===== config.mk =====
export PLATFORM = sky130hd
export DESIGN_NAME = brew_shot_sequencer
export DESIGN_NICKNAME = d
export VERILOG_FILES = /design/src/hdl/bss_pkg.sv /design/src/hdl/brew_shot_sequencer.sv
export SDC_FILE = /design/constraint.sdc
export NUM_CORES = 1
export LEC_CHECK = 0
export BUFFER_PORTS_ARGS = -buffer_cell sky130_fd_sc_hd__buf_2
export CAP_MARGIN = 20
export CORE_MARGIN = 2
export CORE_UTILIZATION = 56
export DETAILED_ROUTE_END_ITERATION = 10
export PLACE_DENSITY = 0.77
export SLEW_MARGIN = 20
export SYNTH_ARGS = -nofsm -noshare
export SYNTH_HDL_FRONTEND = slang
export SYNTH_SLANG_ARGS = --single-unit

===== constraint.sdc =====
create_clock -name i_clk -period 5 [get_ports i_clk]
set_clock_uncertainty 0.05 [all_clocks]
set_input_delay 0.25 -clock i_clk [delete_from_list [all_inputs] [get_ports i_clk]]
set_output_delay 0.25 -clock i_clk [all_outputs]
set_load 0.05 [all_outputs]

===== src/hdl/bss_pkg.sv =====
// Shared constants for the brew shot sequencer.
package bss_pkg;

    // Shot timer storage width and its saturation value.
    localparam int unsigned SHOT_TIMER_BITS = 15;
    localparam logic [SHOT_TIMER_BITS-1:0] SHOT_MAX = {SHOT_TIMER_BITS{1'b1}};

    // Field widths.
    localparam int unsigned PROG_BITS  = 10;
    localparam int unsigned IDLE_BITS  = 16;
    localparam int unsigned WARN_BITS  = 4;
    localparam int unsigned CODE_BITS  = 3;
    localparam int unsigned SHOT_OUT_BITS = 15;
    localparam int unsigned CFG_IDX_BITS  = 3;
    localparam int unsigned CFG_DATA_BITS = 16;

    // Configuration register indexes.
    localparam logic [CFG_IDX_BITS-1:0] CFG_PRESSURIZE_END  = 3'd0;
    localparam logic [CFG_IDX_BITS-1:0] CFG_PREINFUSE_END   = 3'd1;
    localparam logic [CFG_IDX_BITS-1:0] CFG_SOAK_END        = 3'd2;
    localparam logic [CFG_IDX_BITS-1:0] CFG_PULSE_START_END = 3'd3;
    localparam logic [CFG_IDX_BITS-1:0] CFG_PULL_END        = 3'd4;
    localparam logic [CFG_IDX_BITS-1:0] CFG_ALARM_START     = 3'd5;
    localparam logic [CFG_IDX_BITS-1:0] CFG_IDLE_LIMIT      = 3'd6;

    // Configuration reset values.
    localparam logic [PROG_BITS-1:0] RST_PRESSURIZE_END  = 10'd100;
    localparam logic [PROG_BITS-1:0] RST_PREINFUSE_END   = 10'd110;
    localparam logic [PROG_BITS-1:0] RST_SOAK_END        = 10'd140;
    localparam logic [PROG_BITS-1:0] RST_PULSE_START_END = 10'd150;
    localparam logic [PROG_BITS-1:0] RST_PULL_END        = 10'd801;
    localparam logic [PROG_BITS-1:0] RST_ALARM_START     = 10'd851;
    localparam logic [IDLE_BITS-1:0] RST_IDLE_LIMIT      = 16'd12500;

    // Switch codes.
    localparam logic [CODE_BITS-1:0] SW_NONE  = 3'd0;
    localparam logic [CODE_BITS-1:0] SW_BREW  = 3'd1;
    localparam logic [CODE_BITS-1:0] SW_WATER = 3'd3;

    // Alarm window bounds and offsets.
    localparam logic [PROG_BITS-1:0] ALARM_MIN      = 10'd26;
    localparam logic [PROG_BITS-1:0] ALARM_MAX      = 10'd1017;
    localparam logic [PROG_BITS-1:0] ALARM_PULSE    = 10'd5;
    localparam logic [PROG_BITS-1:0] ALARM_SOLID    = 10'd25;
    localparam logic [PROG_BITS-1:0] PROG_MAX       = 10'd1023;
    localparam logic [WARN_BITS-1:0] WARN_SAT       = 4'd15;
    localparam logic [WARN_BITS-1:0] WARN_SOLID     = 4'd10;

endpackage


===== src/hdl/brew_shot_sequencer.sv =====
// Espresso shot sequencer: one control-loop pass per accepted word.
// A word is registered at the input; its pass, combinational compare and count logic,
// then updates the state and result registers when the result register can take it.
// Throughput: one word per cycle, unless the output stalls.
// The input register holds a word while a finished result waits on a stalled output.
// Reset (synchronous, active low) clears all state and loads the default configuration.
module brew_shot_sequencer (
    input  logic                               i_clk,
    input  logic                               i_rst_n,
    // Configuration write port
    input  logic                               i_cfg_we,
    input  logic [bss_pkg::CFG_IDX_BITS-1:0]   i_cfg_index,
    input  logic [bss_pkg::CFG_DATA_BITS-1:0]  i_cfg_data,
    // Input channel
    input  logic                               i_in_valid,
    output logic                               o_in_stall,
    input  logic                               i_power_on,
    input  logic                               i_tick_event,
    input  logic [bss_pkg::CODE_BITS-1:0]      i_switch_code,
    // Output channel
    output logic                               o_out_valid,
    input  logic                               i_out_stall,
    output logic                               o_pump_on,
    output logic                               o_water_valve_on,
    output logic                               o_tank_valve_on,
    output logic                               o_buzzer_on,
    output logic [bss_pkg::SHOT_OUT_BITS-1:0]  o_shot_time,
    output logic                               o_timer_run
);

    // Configuration registers
    logic [bss_pkg::PROG_BITS-1:0] r_pressurize_end, r_preinfuse_end, r_soak_end;
    logic [bss_pkg::PROG_BITS-1:0] r_pulse_start_end, r_pull_end, r_alarm_start;
    logic [bss_pkg::IDLE_BITS-1:0] r_idle_limit;

    // Input register
    logic                          r_in_valid;
    logic                          r_in_power;
    logic                          r_in_tick;
    logic [bss_pkg::CODE_BITS-1:0] r_in_code;

    // Sequencer state, which also forms the result register
    logic                                r_out_valid;
    logic                                r_brew_latched, r_water_latched, r_tick_pending;
    logic                                r_timer_on;
    logic [bss_pkg::PROG_BITS-1:0]       r_progress;
    logic [bss_pkg::WARN_BITS-1:0]       r_warn_count;
    logic [bss_pkg::IDLE_BITS-1:0]       r_idle_count;
    logic [bss_pkg::SHOT_TIMER_BITS-1:0] r_shot_count;
    logic                                r_pump, r_wvalve, r_tvalve, r_buzz;

    logic                                n_brew_latched, n_water_latched, n_tick_pending;
    logic                                n_timer_on;
    logic [bss_pkg::PROG_BITS-1:0]       n_progress;
    logic [bss_pkg::WARN_BITS-1:0]       n_warn_count;
    logic [bss_pkg::IDLE_BITS-1:0]       n_idle_count;
    logic [bss_pkg::SHOT_TIMER_BITS-1:0] n_shot_count;
    logic                                n_pump, n_wvalve, n_tvalve, n_buzz;

    logic in_take;
    logic out_take;
    logic advance;

    // Handshake: a pass runs when the result register is free or being emptied.
    assign advance    = r_in_valid && (!r_out_valid || !i_out_stall);
    assign o_in_stall = r_in_valid && !advance;
    assign in_take    = i_in_valid && !o_in_stall;
    assign out_take   = r_out_valid && !i_out_stall;

    // Configuration writes.
    always_ff @(posedge i_clk) begin
        if (!i_rst_n) begin
            r_pressurize_end  <= bss_pkg::RST_PRESSURIZE_END;
            r_preinfuse_end   <= bss_pkg::RST_PREINFUSE_END;
            r_soak_end        <= bss_pkg::RST_SOAK_END;
            r_pulse_start_end <= bss_pkg::RST_PULSE_START_END;
            r_pull_end        <= bss_pkg::RST_PULL_END;
            r_alarm_start     <= bss_pkg::RST_ALARM_START;
            r_idle_limit      <= bss_pkg::RST_IDLE_LIMIT;
        end else if (i_cfg_we) begin
            case (i_cfg_index)
                bss_pkg::CFG_PRESSURIZE_END:  r_pressurize_end  <= i_cfg_data[9:0];
                bss_pkg::CFG_PREINFUSE_END:   r_preinfuse_end   <= i_cfg_data[9:0];
                bss_pkg::CFG_SOAK_END:        r_soak_end        <= i_cfg_data[9:0];
                bss_pkg::CFG_PULSE_START_END: r_pulse_start_end <= i_cfg_data[9:0];
                bss_pkg::CFG_PULL_END:        r_pull_end        <= i_cfg_data[9:0];
                bss_pkg::CFG_ALARM_START:     r_alarm_start     <= i_cfg_data[9:0];
                bss_pkg::CFG_IDLE_LIMIT:      r_idle_limit      <= i_cfg_data;
                default: ;
            endcase
        end
    end

    // Input register valid flag.
    always_ff @(posedge i_clk) begin
        if (!i_rst_n) begin
            r_in_valid <= 1'b0;
        end else if (in_take) begin
            r_in_valid <= 1'b1;
        end else if (advance) begin
            r_in_valid <= 1'b0;
        end
    end

    // Input register payload.
    always_ff @(posedge i_clk) begin
        if (in_take) begin
            r_in_power <= i_power_on;
            r_in_tick  <= i_tick_event;
            r_in_code  <= i_switch_code;
        end
    end

    // One pass of the control loop.
    always_comb begin
        logic [bss_pkg::PROG_BITS-1:0] p;
        logic [bss_pkg::PROG_BITS-1:0] w;
        logic                          tk;

        n_brew_latched  = r_brew_latched;
        n_water_latched = r_water_latched;
        n_tick_pending  = r_tick_pending | (r_in_tick & r_timer_on);
        n_timer_on      = r_timer_on;
        n_progress      = r_progress;
        n_warn_count    = r_warn_count;
        n_idle_count    = r_idle_count;
        n_shot_count    = r_shot_count;
        n_pump          = r_pump;
        n_wvalve        = r_wvalve;
        n_tvalve        = r_tvalve;
        n_buzz          = r_buzz;
        p               = r_progress;
        tk              = n_tick_pending;

        // Alarm start is clamped into its usable window.
        if (r_alarm_start < bss_pkg::ALARM_MIN) begin
            w = bss_pkg::ALARM_MIN;
        end else if (r_alarm_start > bss_pkg::ALARM_MAX) begin
            w = bss_pkg::ALARM_MAX;
        end else begin
            w = r_alarm_start;
        end

        if (r_in_power) begin
            if (r_brew_latched) begin
                n_timer_on   = 1'b1;
                n_idle_count = '0;

                // Phase windows are checked in order; they may overlap when misconfigured.
                if (p <= r_pressurize_end) begin
                    n_pump   = 1'b1;
                    n_tvalve = 1'b1;
                end
                if (p > r_pressurize_end && p <= r_preinfuse_end) begin
                    n_tvalve = 1'b0;
                    n_wvalve = 1'b1;
                    if (tk) begin
                        n_pump = !n_pump;
                    end
                end
                if (p > r_preinfuse_end && p <= r_soak_end) begin
                    n_pump = 1'b0;
                end
                if (p > r_soak_end && p <= r_pulse_start_end) begin
                    n_wvalve = 1'b1;
                    if (tk) begin
                        n_pump = !n_pump;
                    end
                end
                if (p > r_pulse_start_end && p <= r_pull_end) begin
                    n_wvalve = 1'b1;
                    n_tvalve = 1'b1;
                    n_pump   = 1'b0;
                end

                // Buzzer pulses a number of times, then stays on.
                if (p >= w) begin
                    n_buzz = 1'b1;
                end
                if (p >= w + bss_pkg::ALARM_PULSE) begin
                    n_buzz = 1'b0;
                    p      = w - bss_pkg::ALARM_PULSE;
                    if (n_warn_count < bss_pkg::WARN_SAT) begin
                        n_warn_count = n_warn_count + 4'd1;
                    end
                end
                if (n_warn_count >= bss_pkg::WARN_SOLID) begin
                    n_buzz       = 1'b1;
                    p            = w - bss_pkg::ALARM_SOLID;
                    n_warn_count = bss_pkg::WARN_SOLID;
                end

                // Shot timer counts ticks with the water valve open.
                if (n_wvalve && tk && n_shot_count != bss_pkg::SHOT_MAX) begin
                    n_shot_count = n_shot_count + 1'b1;
                end
                if (tk) begin
                    n_tick_pending = 1'b0;
                    if (p != bss_pkg::PROG_MAX) begin
                        p = p + 10'd1;
                    end
                end
                n_progress = p;
            end else begin
                n_buzz       = 1'b0;
                n_warn_count = '0;
                n_timer_on   = 1'b0;
                n_progress   = '0;
                if (n_idle_count < r_idle_limit) begin
                    n_idle_count = n_idle_count + 16'd1;
                end
                if (n_idle_count >= r_idle_limit) begin
                    n_shot_count = '0;
                end
            end
            if (r_water_latched) begin
                n_pump   = 1'b1;
                n_wvalve = 1'b1;
            end
        end else begin
            n_shot_count = '0;
            n_pump       = 1'b0;
            n_wvalve     = 1'b0;
            n_tvalve     = 1'b0;
            n_buzz       = 1'b0;
        end

        // Switch codes are latched at the end of the pass.
        if (r_in_code == bss_pkg::SW_BREW) begin
            n_brew_latched = 1'b1;
        end
        if (r_in_code == bss_pkg::SW_WATER) begin
            n_water_latched = 1'b1;
        end
        if (r_in_code == bss_pkg::SW_NONE) begin
            n_brew_latched  = 1'b0;
            n_water_latched = 1'b0;
            n_pump          = 1'b0;
            n_wvalve        = 1'b0;
            n_tvalve        = 1'b0;
        end
    end

    // State and result registers, updated once per pass.
    always_ff @(posedge i_clk) begin
        if (!i_rst_n) begin
            r_out_valid     <= 1'b0;
            r_brew_latched  <= 1'b0;
            r_water_latched <= 1'b0;
            r_tick_pending  <= 1'b0;
            r_timer_on      <= 1'b0;
            r_progress      <= '0;
            r_warn_count    <= '0;
            r_idle_count    <= '0;
            r_shot_count    <= '0;
            r_pump          <= 1'b0;
            r_wvalve        <= 1'b0;
            r_tvalve        <= 1'b0;
            r_buzz          <= 1'b0;
        end else begin
            if (advance) begin
                r_out_valid     <= 1'b1;
                r_brew_latched  <= n_brew_latched;
                r_water_latched <= n_water_latched;
                r_tick_pending  <= n_tick_pending;
                r_timer_on      <= n_timer_on;
                r_progress      <= n_progress;
                r_warn_count    <= n_warn_count;
                r_idle_count    <= n_idle_count;
                r_shot_count    <= n_shot_count;
                r_pump          <= n_pump;
                r_wvalve        <= n_wvalve;
                r_tvalve        <= n_tvalve;
                r_buzz          <= n_buzz;
            end else if (out_take) begin
                r_out_valid <= 1'b0;
            end
        end
    end

    // Result word comes straight from the state registers.
    assign o_out_valid      = r_out_valid;
    assign o_pump_on        = r_pump;
    assign o_water_valve_on = r_wvalve;
    assign o_tank_valve_on  = r_tvalve;
    assign o_buzzer_on      = r_buzz;
    assign o_shot_time      = bss_pkg::SHOT_OUT_BITS'(r_shot_count);
    assign o_timer_run      = r_timer_on;

    // The input side only stalls while a word is already held.
    a_stall_needs_word: assert property (@(posedge i_clk) disable iff (!i_rst_n)
        o_in_stall |-> r_in_valid)
        else $error("input stalled with an empty input register");

    // The warning count never passes the solid-buzzer level.
    a_warn_bounded: assert property (@(posedge i_clk) disable iff (!i_rst_n)
        r_warn_count <= bss_pkg::WARN_SOLID)
        else $error("warning count out of range");

    // A pass with power off leaves all actuators off and the shot timer clear.
    a_power_off_clears: assert property (@(posedge i_clk) disable iff (!i_rst_n)
        advance && !r_in_power |=> !o_pump_on && !o_water_valve_on && !o_tank_valve_on
                                   && !o_buzzer_on && r_shot_count == '0)
        else $error("power off pass left outputs active");

    // A powered pass without brew stops the tick timer.
    a_idle_stops_timer: assert property (@(posedge i_clk) disable iff (!i_rst_n)
        advance && r_in_power && !r_brew_latched |=> !o_timer_run)
        else $error("timer still running after an idle pass");

endmodule

==> summary by stage <==
Status
The run finished with clean final reports.

CTS
The TritonCTS clock tree is done. No sink is reached through more buffers than the 2 on the longest clock path. For the worst-skew pair, the clock arrives at the later sink with an insertion delay of 0.43 ns. The total CTS buffers is 17. The H-tree was split into 4 levels. The clock root buffer master is sky130_fd_sc_hd__clkbuf_16. The tree built by TritonCTS fans out to 136 sinks. The clock transition at the register clock pins on the worst setup and hold paths after CTS is 0.06 ns.

Logic synthesis
The cell accounting for the most synthesized area is sky130_fd_sc_hd__dfxtp_1. Ranked by total cell area, the synthesized netlist is headed by sky130_fd_sc_hd__dfxtp_1 29%, sky130_fd_sc_hd__ha_1 14%, sky130_fd_sc_hd__nand2_1 7.9%, sky130_fd_sc_hd__a21oi_1 5.8%, sky130_fd_sc_hd__inv_1 3.5%. The number of flip-flops and latches in the synthesized netlist is 136. Synthesis produced 1164 cells. The count of distinct cell types in the synthesized netlist is 73. The number of nets produced by synthesis is 1299.

During synthesis, Yosys emitted a total of 0 warnings. After synthesis, the most frequently instantiated cells are 193 x sky130_fd_sc_hd__nand2_1, 131 x sky130_fd_sc_hd__dfxtp_1, 107 x sky130_fd_sc_hd__a21oi_1. The number of flops mapped to enable cells by yosys is 5. Averaged over all synthesized cells, the footprint is 7.905 µm². By instance count, the leading cell after synthesis is sky130_fd_sc_hd__nand2_1.

Of the synthesized area, sequential elements account for 30.13%. The share of flip-flops with an asynchronous set or reset after synthesis is 0%. The share of Yosys cell area claimed by the top area cell type is 28.50%.

The synthesized cell area is 0.009201 mm². In the synthesized netlist the dominant register cell turns out to be sky130_fd_sc_hd__dfxtp_1.

Drt
The number of nets with antenna violations after routing is 0. The DRC violation count after routing is 0. The final routed wire length divided by cell count is 17.51 µm. The via density per instance is 6.066. Across all layers, the routed design uses 8826 vias.

The detailed router finished its first iteration with 859 violations. For this block, the routed nets add up to 25480 µm of wire. Before antenna repair, the detailed router went through 6 iterations.

STA
The maximum operating frequency is 211.3 MHz. The final setup violation count is 0. The final worst-path setup slack is 0.2669 ns. Hold is met by 0.01235 ns. The final max-slew violation count is 0.

The time the final worst path needs with I/O delays and setup is 4.733 ns. The portion of the clock cycle consumed by the worst path in the final layout is 94.66%. For the pin with the worst max-slew slack, the measured transition is 0.9689 ns. The total count of hold-check failures in the final report is 0. In this run the tightest slew margin relative to its limit is 35.17%.

Place
Once placement finished, the instance area stood at 0.009731 mm². At the end of routability-driven placement, the weighted congestion stood at 0.9799. The number of port buffers is 50. At the placement stage, the worst setup path has a slack of 0.1601 ns. The estimated wirelength of the detail-placed design is 18060 µm.

Critical path
Data on the critical path arrives at its endpoint at 5.03 ns. STA classifies the critical path startpoint as a register. The startpoint of the lowest-slack register-to-register path is r_alarm_start[7]. The critical path is of the register to register type. The stage delay of the slowest cell on the critical path is 0.38 ns. The endpoint kind of the worst setup timing path is a register. The number of cells on the worst reg-to-reg path is 21. The end point of the critical path is r_progress[5].

Of all nets on the critical path, the largest fanout is 17. The startpoint of the most critical setup path is r_alarm_start[7]. For this design, the slowest cell found on the critical path is sky130_fd_sc_hd__or3_4. Traced cell by cell, the critical path runs through buf_4, and4_2, a31oi_1, or2_2, inv_1, ha_1, nor2_1, nor2_1, nand3_1, xnor2_1, ha_1, nand4_1, a211o_1, o211ai_1, mux2i_2, buf_6, a311oi_2, buf_4, or3_4, and3_1, o31ai_2.

At the worst endpoint, the required time is 5.30 ns. The minimum setup slack among reg-to-reg paths is 0.27 ns. The endpoint of the most critical register-to-register path is r_progress[5].

Power and ir drop
The analysis attributes to cell leakage a power of 4.486 nW. Across the VDD grid, the largest voltage drop is 0.2664 mV. The power per unit of standard cell area is 242.4 mW/mm².

Floorplanning
The number of top-level pins is 51. From left edge to right edge, the die measures 132.2 µm. The floorplan step defined a die boundary enclosing 0.01747 mm². The height of the die is 132.2 µm. After floorplanning, the core was divided into 46 placement rows. The area inside the core boundary is 0.01600 mm². Once the floorplan was initialized, standard cells occupied 57.51% of the core.

Layout
From synthesis to final layout, the design area changed by 13.37%. The net count of the finished layout is 1361. The multi-input combinational cells in the finished layout cover a total of 0.005962 mm². The total area of sequential cells is 0.002775 mm². Of the cells placed in the final design, the portion with a size suffix greater than 1 is 11.22%. 0 antenna diodes ended up in the layout. Once layout is done, the placed cells without fillers occupy 0.01043 mm². Fill cells in the final layout number 1424.

Global routing
The number of antenna violations at the first check in global routing is 0. The global-route track usage on met3 is 4.460%. The overall global routing resource usage is 29.36%.

For met1 alone, demand over resource in global routing was 40.01%. In this run the most used layer during global routing was met2. The wire length of the first global-routing pass is 41140 µm. The via count of the first global-routing pass came to 8052. The met2 global-route usage is 47.83%. For this run the aggregate overflow at the end of global routing stands at 0. The pin count of the biggest net entering global routing is 38.

Run
Across the run, the number of max-cap violations was 0.

Worst hold path
The type of the most critical hold path is input port to register.
cells by family after synthesis:
logic type      count (synthesis)  share of synthesized area [%]
buf+inv                       128                          5.480
compound gates                334                          23.99
xor+xnor                       35                          3.332
mux                            13                          1.537
flops                         136                          30.13
fa+ha+maj                     106                          14.41
simple gates                  412                          21.12
layout by cell type, fill, tap and decap left out, drive strengths merged, types with 27 or more instances in the layout:
cell type and instances:
ha 106, inv 92, buf 76, a21oi 107, xnor2 27, nand3 35
dfxtp 131, a21o 30, o211ai 37, o21ai 53, nand2 193, nor2 60
report_power, final:
part / total [mW] / switching, mW / internal (mW)
combinational: 0.202 / 0.134 / 0.0677
sequential: 1.13 / 0.0161 / 1.11
clock: 1.20 / 0.526 / 0.672
total: 2.53 / 0.676 / 1.85
critical path, delay by kind of cell (launching register included):
kind	cells	cell delay, ns
xor gates and xnor gates	1	0.13
DFF	1	0.33
AOI/OAI and AO/OA	5	0.87
buffers and inverters	4	0.73
adders and majority gates	2	0.52
muxes	1	0.26
and+or+nand+nor	8	1.75
final cells by class:
class | instances | share of cell area, %
Tap cell | 216 | 2.591
Clock buffer | 19 | 4.342
Inverter | 86 | 3.095
Clock inverter | 13 | 1.044
Sequential cell | 136 | 26.60
Timing Repair Buffer | 85 | 5.170
Multi-Input combinational cell | 900 | 57.15
per-layer routing:
layer	share of wire (%)	wire length [µm]
met5	0	0
met1	45	11530
met3	6.9	1755
met2	46	11610
met4	2.3	588
how the worst min path moves through the flow:
| stage | from | endpoint | depth (start not counted) |
|---|---|---|---|
| after floorplan | i_switch_code[0] | r_in_code[0] | 0 |
| after global placement | r_pull_end[4] | r_pull_end[4] | 2 |
| after detailed placement | i_switch_code[1] | r_in_code[1] | 1 |
| after CTS | i_cfg_data[15] | r_idle_limit[15] | 3 |
| after global routing | i_cfg_data[14] | r_idle_limit[14] | 3 |
| final | i_cfg_data[15] | r_idle_limit[15] | 3 |
per-stage QoR:
step / setup TNS, ns / util [%] / std cells / power (mW)
4_1_cts: 0 / 64.89 / 1453 / 2.534
3_5_place_dp: 0 / 60.81 / 1412 / 1.342
2_1_floorplan: 0 / - / 1164 / 1.270
3_3_place_gp: 0 / 60.81 / 1412 / 1.339
5_1_grt: -0.04962 / 65.19 / 1455 / 2.607
6_report: 0 / 65.19 / 1455 / 2.528
timing repair:
item	CTS	global route
hold buffers	9	0
gates resized for setup	0	12
endpoints found under the setup margin	0	21
hold endpoints to repair	9	0
buffers inserted	0	2
(Power assumes the default switching activity.)
